**src/rtl/bti_pkg.sv**
```systemverilog
package bti_pkg;

    // Default table depth and the fixed value width (signed Q16.16).
    localparam int MAX_POINTS_DEF = 16;
    localparam int VAL_W          = 32;

    // Operation codes carried in the input tuser field.
    typedef enum logic [1:0] {
        OP_CLEAR  = 2'd0,
        OP_INSERT = 2'd1,
        OP_EVAL   = 2'd2
    } t_op;

    // Sequencer states of the top level.
    typedef enum logic [2:0] {
        S_IDLE,
        S_INS_RD,
        S_INS_CMP,
        S_INS_PUT,
        S_EVL_RD,
        S_EVL_CMP,
        S_EVL_DIV,
        S_EMIT
    } t_state;

    // Request to the multiply-divide unit: quot = floor(mag * num / den).
    typedef struct packed {
        logic             start;
        logic [VAL_W-1:0] mag;
        logic [VAL_W-1:0] num;
        logic [VAL_W-1:0] den;
    } t_md_req;

    // Response from the multiply-divide unit.
    typedef struct packed {
        logic             done;
        logic [VAL_W-1:0] quot;
    } t_md_rsp;

endpackage

```
**src/rtl/bti_table.sv**
```systemverilog
module bti_table #(
    parameter int DEPTH = bti_pkg::MAX_POINTS_DEF,
    parameter int WIDTH = 2 * bti_pkg::VAL_W
) (
    input  logic                     i_clk,
    input  logic                     i_we,
    input  logic [$clog2(DEPTH)-1:0] i_waddr,
    input  logic [WIDTH-1:0]         i_wdata,
    input  logic [$clog2(DEPTH)-1:0] i_raddr,
    output logic [WIDTH-1:0]         o_rdata
);

    logic [WIDTH-1:0] r_mem [DEPTH];
    logic [WIDTH-1:0] r_rdata;

    // One write port and one registered read port.
    always_ff @(posedge i_clk) begin
        if (i_we) begin
            r_mem[i_waddr] <= i_wdata;
        end
        r_rdata <= r_mem[i_raddr];
    end

    assign o_rdata = r_rdata;

endmodule

```
**src/rtl/bti_muldiv.sv**
```systemverilog
module bti_muldiv (
    input  logic             i_clk,
    input  logic             i_rst_n,
    input  bti_pkg::t_md_req i_req,
    output bti_pkg::t_md_rsp o_rsp
);

    localparam int W  = bti_pkg::VAL_W;
    localparam int SW = $clog2(W);

    // Accumulator: hi holds the partial product or the partial remainder,
    // lo holds the multiplier bits, then the dividend bits and quotient bits.
    logic          r_busy, n_busy;
    logic          r_div, n_div;
    logic          r_done, n_done;
    logic [SW-1:0] r_step, n_step;
    logic [W-1:0]  r_hi, n_hi;
    logic [W-1:0]  r_lo, n_lo;
    logic [W-1:0]  r_mag, n_mag;
    logic [W-1:0]  r_den, n_den;

    logic [W:0]    w_a, w_b;
    logic [W+1:0]  w_sum;

    // The one shared adder: add in the multiply phase, subtract when dividing.
    always_comb begin
        if (r_div) begin
            w_a   = {r_hi, r_lo[W-1]};
            w_b   = {1'b0, r_den};
            w_sum = {1'b0, w_a} - {1'b0, w_b};
        end else begin
            w_a   = {1'b0, r_hi};
            w_b   = r_lo[0] ? {1'b0, r_mag} : '0;
            w_sum = {1'b0, w_a} + {1'b0, w_b};
        end
    end

    // Step sequencing: W shift-add steps, then W restoring-divide steps.
    always_comb begin
        n_busy = r_busy;
        n_div  = r_div;
        n_done = 1'b0;
        n_step = r_step;
        n_hi   = r_hi;
        n_lo   = r_lo;
        n_mag  = r_mag;
        n_den  = r_den;
        if (i_req.start) begin
            n_busy = 1'b1;
            n_div  = 1'b0;
            n_step = '0;
            n_hi   = '0;
            n_lo   = i_req.num;
            n_mag  = i_req.mag;
            n_den  = i_req.den;
        end else if (r_busy) begin
            n_step = r_step + SW'(1);
            if (!r_div) begin
                n_hi = w_sum[W:1];
                n_lo = {w_sum[0], r_lo[W-1:1]};
            end else begin
                n_hi = w_sum[W+1] ? w_a[W-1:0] : w_sum[W-1:0];
                n_lo = {r_lo[W-2:0], ~w_sum[W+1]};
            end
            if (r_step == SW'(W - 1)) begin
                n_step = '0;
                if (r_div) begin
                    n_busy = 1'b0;
                    n_done = 1'b1;
                end else begin
                    n_div = 1'b1;
                end
            end
        end
    end

    always_ff @(posedge i_clk) begin
        if (!i_rst_n) begin
            r_busy <= 1'b0;
            r_div  <= 1'b0;
            r_done <= 1'b0;
            r_step <= '0;
        end else begin
            r_busy <= n_busy;
            r_div  <= n_div;
            r_done <= n_done;
            r_step <= n_step;
        end
    end

    always_ff @(posedge i_clk) begin
        r_hi  <= n_hi;
        r_lo  <= n_lo;
        r_mag <= n_mag;
        r_den <= n_den;
    end

    assign o_rsp.done = r_done;
    assign o_rsp.quot = r_lo;

endmodule

```
**src/rtl/breakpoint_table_interpolator.sv**
```systemverilog
// Clear, op code 3, a full-table insert and an evaluate on an empty table go straight to the
// result. An insert walks down from the top, moving each point with a larger x up one slot;
// an evaluate scans upward and, between two points, interpolates with the multiply-divide unit
// (32 add and 32 subtract steps). One item at a time: ready returns with the result, which
// waits until the output register is free, so a new item is taken only after the last result.
// Synchronous active-low reset empties the table, not the stored points.
module breakpoint_table_interpolator #(
    parameter int MAX_POINTS = bti_pkg::MAX_POINTS_DEF
) (
    input  logic        i_clk,
    input  logic        i_rst_n,
    input  logic        i_s_axis_tvalid,
    output logic        o_s_axis_tready,
    input  logic [63:0] i_s_axis_tdata,  // x_value[31:0], y_value[63:32]
    input  logic [1:0]  i_s_axis_tuser,  // op[1:0]
    output logic        o_m_axis_tvalid,
    input  logic        i_m_axis_tready,
    output logic [39:0] o_m_axis_tdata   // result_value[31:0], status[32],
                                         // point_count[37:33], zero[39:38]
);

    localparam int W  = bti_pkg::VAL_W;
    localparam int AW = $clog2(MAX_POINTS);
    localparam int CW = $clog2(MAX_POINTS + 1);

    bti_pkg::t_state r_state, n_state;
    logic [CW-1:0]   r_count, n_count;
    logic [CW-1:0]   r_j, n_j;
    logic [W-1:0]    r_x, n_x;
    logic [W-1:0]    r_y, n_y;
    logic [W-1:0]    r_prev_x, n_prev_x;
    logic [W-1:0]    r_prev_y, n_prev_y;
    logic            r_neg, n_neg;
    logic [W-1:0]    r_res, n_res;
    logic            r_res_status, n_res_status;
    logic            r_ovalid, n_ovalid;
    logic [W-1:0]    r_out_result, n_out_result;
    logic            r_out_status, n_out_status;
    logic [CW-1:0]   r_out_count, n_out_count;

    logic            w_acc;
    bti_pkg::t_op    w_op;
    logic            w_we;
    logic [AW-1:0]   w_waddr;
    logic [2*W-1:0]  w_wdata;
    logic [AW-1:0]   w_raddr;
    logic [2*W-1:0]  w_rdata;
    logic [W-1:0]    w_xi, w_yi;
    logic [W:0]      w_dy;
    logic [W-1:0]    w_dy_mag;
    logic [CW-1:0]   w_j_inc;
    logic [CW-1:0]   w_j_dec;
    logic [CW+4:0]   w_cnt_ext;
    bti_pkg::t_md_req w_md_req;
    bti_pkg::t_md_rsp w_md_rsp;

    assign w_acc   = i_s_axis_tvalid && o_s_axis_tready;
    assign w_op    = bti_pkg::t_op'(i_s_axis_tuser);
    assign w_xi    = w_rdata[W-1:0];
    assign w_yi    = w_rdata[2*W-1:W];
    assign w_j_inc = r_j + CW'(1);
    assign w_j_dec = r_j - CW'(1);

    // Slope terms for the bracket found in the evaluate scan.
    assign w_dy     = {w_yi[W-1], w_yi} - {r_prev_y[W-1], r_prev_y};
    assign w_dy_mag = w_dy[W] ? W'(-w_dy) : w_dy[W-1:0];

    bti_table #(
        .DEPTH (MAX_POINTS),
        .WIDTH (2 * W)
    ) u_table (
        .i_clk   (i_clk),
        .i_we    (w_we),
        .i_waddr (w_waddr),
        .i_wdata (w_wdata),
        .i_raddr (w_raddr),
        .o_rdata (w_rdata)
    );

    bti_muldiv u_muldiv (
        .i_clk   (i_clk),
        .i_rst_n (i_rst_n),
        .i_req   (w_md_req),
        .o_rsp   (w_md_rsp)
    );

    // Sequencer: next state, table access and result capture.
    always_comb begin
        n_state      = r_state;
        n_count      = r_count;
        n_j          = r_j;
        n_x          = r_x;
        n_y          = r_y;
        n_prev_x     = r_prev_x;
        n_prev_y     = r_prev_y;
        n_neg        = r_neg;
        n_res        = r_res;
        n_res_status = r_res_status;
        n_ovalid     = r_ovalid && !i_m_axis_tready;
        n_out_result = r_out_result;
        n_out_status = r_out_status;
        n_out_count  = r_out_count;
        w_we         = 1'b0;
        w_waddr      = r_j[AW-1:0];
        w_wdata      = w_rdata;
        w_raddr      = r_j[AW-1:0];
        w_md_req     = '0;

        unique case (r_state)
            bti_pkg::S_IDLE: begin
                if (w_acc) begin
                    n_x          = i_s_axis_tdata[W-1:0];
                    n_y          = i_s_axis_tdata[2*W-1:W];
                    n_res        = '0;
                    n_res_status = 1'b0;
                    n_j          = '0;
                    n_state      = bti_pkg::S_EMIT;
                    unique case (w_op)
                        bti_pkg::OP_CLEAR: begin
                            n_count = '0;
                        end
                        bti_pkg::OP_INSERT: begin
                            if (r_count >= CW'(MAX_POINTS)) begin
                                n_res_status = 1'b1;
                            end else begin
                                n_j     = r_count;
                                n_state = (r_count == '0) ? bti_pkg::S_INS_PUT
                                                          : bti_pkg::S_INS_RD;
                            end
                        end
                        bti_pkg::OP_EVAL: begin
                            if (r_count == '0) begin
                                n_res = i_s_axis_tdata[W-1:0];
                            end else begin
                                n_state = bti_pkg::S_EVL_RD;
                            end
                        end
                        default: begin
                        end
                    endcase
                end
            end
            // Insertion walks down from the top, moving larger x up one slot.
            bti_pkg::S_INS_RD: begin
                w_raddr = w_j_dec[AW-1:0];
                n_state = bti_pkg::S_INS_CMP;
            end
            bti_pkg::S_INS_CMP: begin
                if ($signed(w_xi) > $signed(r_x)) begin
                    w_we    = 1'b1;
                    n_j     = w_j_dec;
                    n_state = (w_j_dec == '0) ? bti_pkg::S_INS_PUT : bti_pkg::S_INS_RD;
                end else begin
                    n_state = bti_pkg::S_INS_PUT;
                end
            end
            bti_pkg::S_INS_PUT: begin
                w_we    = 1'b1;
                w_wdata = {r_y, r_x};
                n_count = r_count + CW'(1);
                n_state = bti_pkg::S_EMIT;
            end
            // Evaluation scans upward for the first point with x at or above the query.
            bti_pkg::S_EVL_RD: begin
                n_state = bti_pkg::S_EVL_CMP;
            end
            bti_pkg::S_EVL_CMP: begin
                if ($signed(r_x) <= $signed(w_xi)) begin
                    if (r_j == '0) begin
                        n_res   = w_yi;
                        n_state = bti_pkg::S_EMIT;
                    end else begin
                        w_md_req.start = 1'b1;
                        w_md_req.mag   = w_dy_mag;
                        w_md_req.num   = r_x - r_prev_x;
                        w_md_req.den   = w_xi - r_prev_x;
                        n_neg          = w_dy[W];
                        n_state        = bti_pkg::S_EVL_DIV;
                    end
                end else begin
                    n_prev_x = w_xi;
                    n_prev_y = w_yi;
                    if (w_j_inc == r_count) begin
                        n_res   = w_yi;
                        n_state = bti_pkg::S_EMIT;
                    end else begin
                        n_j     = w_j_inc;
                        n_state = bti_pkg::S_EVL_RD;
                    end
                end
            end
            bti_pkg::S_EVL_DIV: begin
                if (w_md_rsp.done) begin
                    n_res   = r_neg ? r_prev_y - w_md_rsp.quot : r_prev_y + w_md_rsp.quot;
                    n_state = bti_pkg::S_EMIT;
                end
            end
            // Hand the result to the output register once it is free.
            bti_pkg::S_EMIT: begin
                if (!r_ovalid || i_m_axis_tready) begin
                    n_ovalid     = 1'b1;
                    n_out_result = r_res;
                    n_out_status = r_res_status;
                    n_out_count  = r_count;
                    n_state      = bti_pkg::S_IDLE;
                end
            end
            default: begin
                n_state = bti_pkg::S_IDLE;
            end
        endcase
    end

    always_ff @(posedge i_clk) begin
        if (!i_rst_n) begin
            r_state  <= bti_pkg::S_IDLE;
            r_count  <= '0;
            r_ovalid <= 1'b0;
        end else begin
            r_state  <= n_state;
            r_count  <= n_count;
            r_ovalid <= n_ovalid;
        end
    end

    always_ff @(posedge i_clk) begin
        r_j          <= n_j;
        r_x          <= n_x;
        r_y          <= n_y;
        r_prev_x     <= n_prev_x;
        r_prev_y     <= n_prev_y;
        r_neg        <= n_neg;
        r_res        <= n_res;
        r_res_status <= n_res_status;
        r_out_result <= n_out_result;
        r_out_status <= n_out_status;
        r_out_count  <= n_out_count;
    end

    // Output beat packing; the point count is reported modulo 32.
    assign w_cnt_ext       = {5'b0, r_out_count};
    assign o_s_axis_tready = (r_state == bti_pkg::S_IDLE);
    assign o_m_axis_tvalid = r_ovalid;
    assign o_m_axis_tdata  = {2'b00, w_cnt_ext[4:0], r_out_status, r_out_result};

    // The table never holds more points than it has slots.
    a_count_bound: assert property (@(posedge i_clk) disable iff (!i_rst_n)
        r_count <= CW'(MAX_POINTS))
        else $error("point count above table depth");

    // An insert into a full table is refused at once.
    a_full_refused: assert property (@(posedge i_clk) disable iff (!i_rst_n)
        (w_acc && w_op == bti_pkg::OP_INSERT && r_count == CW'(MAX_POINTS))
        |=> (r_state == bti_pkg::S_EMIT && r_res_status && $stable(r_count)))
        else $error("full-table insert not refused");

    // The count moves only when a point is stored or on an accepted beat.
    a_count_change: assert property (@(posedge i_clk) disable iff (!i_rst_n)
        !$stable(r_count) |-> ($past(r_state) == bti_pkg::S_INS_PUT || $past(w_acc)))
        else $error("point count changed outside insert or clear");

    // The divider finishes only while the sequencer waits for it.
    a_md_done: assert property (@(posedge i_clk) disable iff (!i_rst_n)
        w_md_rsp.done |-> r_state == bti_pkg::S_EVL_DIV)
        else $error("divider result with no evaluate pending");

endmodule

```
**config.mk**
```make
export PLATFORM = sky130hd
export DESIGN_NAME = breakpoint_table_interpolator
export DESIGN_NICKNAME = d
export VERILOG_FILES = /design/src/rtl/bti_pkg.sv /design/src/rtl/bti_table.sv /design/src/rtl/bti_muldiv.sv /design/src/rtl/breakpoint_table_interpolator.sv
export SDC_FILE = /design/constraint.sdc
export NUM_CORES = 2
export LEC_CHECK = 0
export ABC_AREA = 1
export BUFFER_PORTS_ARGS = -buffer_cell sky130_fd_sc_hd__buf_2
export CORE_MARGIN = 2
export CORE_UTILIZATION = 65
export DETAILED_ROUTE_END_ITERATION = 10
export HOLD_SLACK_MARGIN = 0.06
export PLACE_DENSITY = 0.86
export SETUP_SLACK_MARGIN = 0.5
export SKIP_CTS_REPAIR_TIMING = 1
export SLEW_MARGIN = 20
export SYNTH_ARGS = -nofsm -noshare
export SYNTH_HDL_FRONTEND = slang
export SYNTH_HIERARCHICAL = 1
export SYNTH_SLANG_ARGS = --single-unit
```
**constraint.sdc**
```tcl
create_clock -name i_clk -period 9.54 [get_ports i_clk]
set_clock_uncertainty 0.2 [all_clocks]
set_input_delay 1.908 -clock i_clk [delete_from_list [all_inputs] [get_ports i_clk]]
set_output_delay 1.908 -clock i_clk [all_outputs]
set_load 0.05 [all_outputs]
```
After elaboration in Yosys (flattened, before gate mapping)
Memories as Yosys holds them, arrays and structs flattened. A register that Yosys moved wholly into a read port is not among the register bits.
Cells that the tools add are included.

storage, ports and cells
  memories = 1
  output and inout port bits = 42
  flip-flop bits (word level) = 350
  memory bits (writable) = 1024
  word-level logic and storage cells = 149

cells by class
  multiplexer cells = 58
  magnitude comparators = 3
  bitwise gates (word level) = 7
  reduce and logical (&&, ||, !) cells = 26
  equal/unequal tests = 20
  add/subtract/negate cells = 12

memory list
  memory         depth  bits a word  rd ports  clocked after Yosys merged registers in  write ports  RTL line         text
  u_table.r_mem  16     64           1         1                                        1            bti_table.sv:13  logic [WIDTH-1:0] r_mem [DEPTH];

operators by type and width
  operator                                                        count
  32-bit two-way mux                                              15
  97-bit two-way mux                                              3
  32-bit one-hot mux with 3 select lines                          1
  32-bit subtractor                                               3
  64-bit two-way mux                                              1
  5-bit two-way mux                                               9
  32-bit by 33-bit adder with 34-bit output                       1
  34-bit two-way mux                                              1
  33-bit by 32-bit subtractor with 34-bit output                  1
  32-bit by 32-bit subtractor with 33-bit output                  1
  32-bit adder                                                    1
  32-bit greater-than comparator                                  1
  32-bit less-or-equal comparator                                 1
  32-bit negation                                                 1
  3-bit one-hot mux with 8 select lines                           1
  5-bit by 1-bit adder with 5-bit output (second input constant)  3
  5-bit logical NOT                                               3
  3-bit two-way mux                                               5
  5-bit one-hot mux with 3 select lines                           1
  3-bit == test (second input constant)                           4
  1-bit two-way mux                                               12
  2-bit two-way mux                                               5
  5-bit one-hot mux with 2 select lines                           1
  5-bit AND reduction                                             2
  other kinds (27)                                                49

Depth between registers and ports, before layout
  depth after elaboration = 7
  depth in mapped cells = 24

By module
The synthesis kept the hierarchy.

modules (own cells, without submodules)
  module                         sequential area each (um^2)  cells each  area an instance (um^2)  instances
  bti_table                      32030.7                      4211        45229.6                  1
  breakpoint_table_interpolator  6336.1                       2581        18791.8                  1
  bti_muldiv                     3683.5                       1522        10408.7                  1

Worst setup path before layout
Ideal clock, no wire load.

  path type = register to register
  start = register r_x[31]
  end = memory u_table/r_mem[11][0] (netlist bit), enable pin
  data arrival time = 4.803 ns
  setup time = 0.487 ns
  setup slack = 4.050 ns
  clock period less this slack = 5.490 ns
  buffers on the path = 0
  cell stages (with the launch flop) = 12
  cells stage by stage = edfxtp_1 -> ha_1 -> nand4_1 -> inv_1 -> nand2_1 -> nor4_1 -> nand2_1 -> a21o_1 -> and2_1 -> o21ai_0 -> nand3_1 -> nor2_1

between the ends
  longest elaborated chain between the ends = 5

ends and longest elaborated chain
  item                                     RTL line                              text
  from (decl)                              breakpoint_table_interpolator.sv:29   logic [W-1:0] r_x, n_x;
  from (signal assigned)                   breakpoint_table_interpolator.sv:228  r_x <= n_x;
  32-bit greater-than comparator           breakpoint_table_interpolator.sv:149  if ($signed(w_xi) > $signed(r_x)) begin
  1-bit two-way mux                        breakpoint_table_interpolator.sv:149
  1-bit one-hot mux with 2 select lines    breakpoint_table_interpolator.sv:109  unique case (r_state)
  via w_we                                 breakpoint_table_interpolator.sv:43   logic w_we;
  1-bit two-way mux                        bti_table.sv:18                       if (i_we) begin
  1-bit two-way mux (not written as such)  bti_table.sv:19                       r_mem[i_waddr] <= i_wdata;
  to (decl)                                bti_table.sv:13

The timed path passes the listed nets, and every way through them passes these cells.

Worst setup path after layout
  start = register r_x[27]
  end = memory u_table/r_mem[6][61] (netlist bit), enable pin

The elaborated chain is that of the path after synthesis.

==> impl_metrics.json <==
{
  "status": "complete, no violations",
  "largest_reg_flops": 1024,
  "critPathRequiredTime_ns": 9.77,
  "first_pass_iters": 8,
  "synthAdderAreaFrac": 0.0410,
  "hp-class": "reg2reg",
  "clock.fmax_mhz": 164,
  "slew_violations": 0,
  "synth_cell_types": 66,
  "synth_most_common_cell": "nand2_1",
  "stdcell_area_um2": 81100,
  "clk_latency_ns": 0.81,
  "syn_inst": 8314,
  "instances_no_fill": 10000,
  "cap_viol_max_count": 0,
  "start_util": 0.654,
  "synth_warnings": 6,
  "dpl.cell_count": 9732,
  "grt_pass1_wl_um": 331000,
  "syn2layout_area_growth_pct": 8.98,
  "cts_tree": "built",
  "cts.clk_slew.worst_paths_ns": 0.06,
  "synth_area_leaders": "edfxtp_1, nand2_1, inv_1, nand3_1, ha_1",
  "grt_antenna_before_repair": 18,
  "tns_ns": 0,
  "ant_nets": 0,
  "path_max_fanout": 35,
  "final-setup-viol-count": 0,
  "clock_path_buffers": 3,
  "cp_slowest_cell": "nor2_4",
  "num_rows": 124,
  "wl_met2_um": 102000,
  "cp_num_buf_inv": 1,
  "synth_area_um2": 74400,
  "post_drt_wl_per_cell_um": 22.0,
  "grtUsageTotal": 0.374,
  "die_h_um": 342,
  "grt_pass1_vias": 58100,
  "syn_area_per_cell_um2": 8.95,
  "place.gp.congestion": 1.05,
  "top_layer_used": "met5",
  "startpoint_type": "flop",
  "io_buffers": 109,
  "slowest_delay_ns": 0.97,
  "synth_commonest_cells": "nand2_1, inv_1, edfxtp_1",
  "nets": 8680,
  "cts_root_buffer": "clkbuf_16",
  "drt_iter0_drc": 8471,
  "slew_headroom": 0.230,
  "die_w_um": 342,
  "met3_length_um": 26300,
  "drcViolationCount": 0,
  "die_area_um2": 117000,
  "synth_top_cell_by_area": "edfxtp_1",
  "numCtsBuffers": 148,
  "grt_max_degree": 223,
  "async_flop_share": 0,
  "worst_pin_slew_ns": 1.16,
  "report.final.hold_viol_count": 0,
  "postPlaceCellArea_um2": 76200,
  "synthSimpleGateAreaFrac": 0.228,
  "synth_edf_count": 1325,
  "viasPerCell": 5.98,
  "largest-register": "u_table/r_mem",
  "dp_hpwl_um": 145000,
  "io_pins": 112,
  "crit_family": "simple AND/OR/NAND/NOR gates",
  "seq_area_frac_synth": 0.565,
  "htreeDepth": 4,
  "crit_top_cell": "nand2_1",
  "timing.final.crit_share": 0.638,
  "core_um2": 114000,
  "crit_chain": "ha_1 > nand2_1 > nor2_1 > nand2_1 > nor4_1 > nand2_1 > a21o_1 > and2_1 > o21ai_0 > nand3_1 > nor2_4 > buf_4",
  "critPathKind": "reg2reg",
  "synth_compound_area_frac": 0.0578,
  "fin_crit_ns": 6.09,
  "synthXorXnorAreaFrac": 0.0138,
  "synth_top_area_frac": 0.535,
  "critPathArrivalTime_ns": 6.31,
  "gr-total-overflow": 0,
  "synth_top_family_by_area": "simple AND/OR/NAND/NOR gates",
  "cts_sinks": 1438,
  "synthMuxAreaShare": 0,
  "synth_ff_type": "edfxtp_1",
  "ys_ff_latch": 1438,
  "drive_above_1_share": 0.0655,
  "p_per_area_nw_per_um2": 367,
  "drt-total-wl_um": 221000,
  "vdd_ir_drop_max_v": 0.000454,
  "p_leak_uw": 0.0364,
  "end_kind": "flop",
  "via_count": 59900,
  "wirelength_met1_um": 77000,
  "rsz0062_at_grt": "false"
}
==> metrics by stage <==
stage | utilization | setup WS, ns | hold slack, ns | power (uW)
6_report | 0.712 | 3.45 | 0.215 | 29800
5_1_grt | 0.712 | 3.26 | 0.223 | 31300
4_1_cts | 0.712 | 3.81 | 0.219 | 29300
3_5_place_dp | 0.669 | 3.92 | 0.205 | 23400
3_3_place_gp | 0.668 | 3.98 | 0.203 | 23000
2_1_floorplan | - | 4.05 | 0.200 | 19000
==> layout by cell type (no fill, tap or decap), types with 9 or more instances in the layout <==
cell type | netlist | routed
a21o_1 | 18 | 18
a21oi_1 | 391 | 389
a22oi_1 | 23 | 23
a31oi_1 | 14 | 14
and2_1 | 16 | 16
and3_1 | 10 | 10
buf_2 | 123 | 109
buf_4 | 32 | 87
bufinv_16 | 0 | 11
clkbuf_1 | 85 | 36
clkbuf_16 | 0 | 149
clkinv_1 | 5 | 28
clkinv_2 | 0 | 34
dfxtp_1 | 113 | 111
diode_2 | 0 | 9
edfxtp_1 | 1325 | 1325
ha_1 | 234 | 234
inv_1 | 1394 | 1393
inv_2 | 17 | 14
nand2_1 | 2430 | 2430
nand2_2 | 21 | 21
nand3_1 | 983 | 983
nand3b_1 | 15 | 15
nand4_1 | 27 | 27
nor2_1 | 385 | 365
nor2_2 | 13 | 14
nor2_4 | 2 | 21
nor3_1 | 57 | 56
nor4_1 | 14 | 14
o211ai_1 | 17 | 17
o21a_1 | 15 | 15
o21ai_0 | 227 | 216
o21ai_1 | 28 | 34
o21bai_1 | 24 | 24
or2_2 | 17 | 17
xnor2_1 | 52 | 52
xor2_1 | 63 | 62
==> final cells by class <==
cell class,instances,area [um^2]
Sequential cell,1438,42100
Fill cell,7911,32800
Multi-Input combinational cell,5163,25600
Inverter,1417,5350
Clock buffer,191,3950
Tap cell,1512,1890
Timing Repair Buffer,202,1330
Clock inverter,87,935
Antenna cell,9,22.5
==> worst register-to-register path, stage by stage, from the launching register on <==
cell and delay [ns]:
edfxtp_1 0.43, ha_1 0.35, nand2_1 0.10, nor2_1 0.14
nand2_1 0.09, nor4_1 0.77, nand2_1 0.18, a21o_1 0.23
and2_1 0.19, o21ai_0 0.71, nand3_1 0.59, nor2_4 0.97
buf_4 0.71
==> where the power goes <==
| part | internal [uW] | leakage [uW] | switching [uW] |
|---|---|---|---|
| Clock | 3270 | 0.00238 | 2540 |
| Combinational | 3930 | 0.0212 | 10700 |
| Sequential | 8630 | 0.0129 | 745 |
| Total | 15800 | 0.0364 | 13900 |
==> cell families after synthesis <==
logic type               count (synthesis)
buffers and inverters                 1714
other                                    1
XOR/XNOR                               116
flip-flops                            1438
AND/OR/NAND/NOR                       4020
adder cells (fa/ha/maj)                240
AO/OA/AOI/OAI                          785
==> worst paths after layout <==
kind | slack [ns] | endpoint | from | depth (start not counted)
max | 3.45 | u_table/r_mem[6][61] | r_x[27] | 12
min | 0.21 | r_out_result[4] | r_res[4] | 0
max reg2reg | 3.45 | u_table/r_mem[6][61] | r_x[27] | 12
min reg2reg | 0.21 | r_out_result[4] | r_res[4] | 0
==> routing by layer <==
metal / GRT usage / vias up
li1: - / 27300
met1: 0.465 / 27800
met2: 0.595 / 3988
met3: 0.0849 / 835
met4: 0.234 / 12
met5: 0 / -
Note: power is estimated with default switching activity, not from simulation.
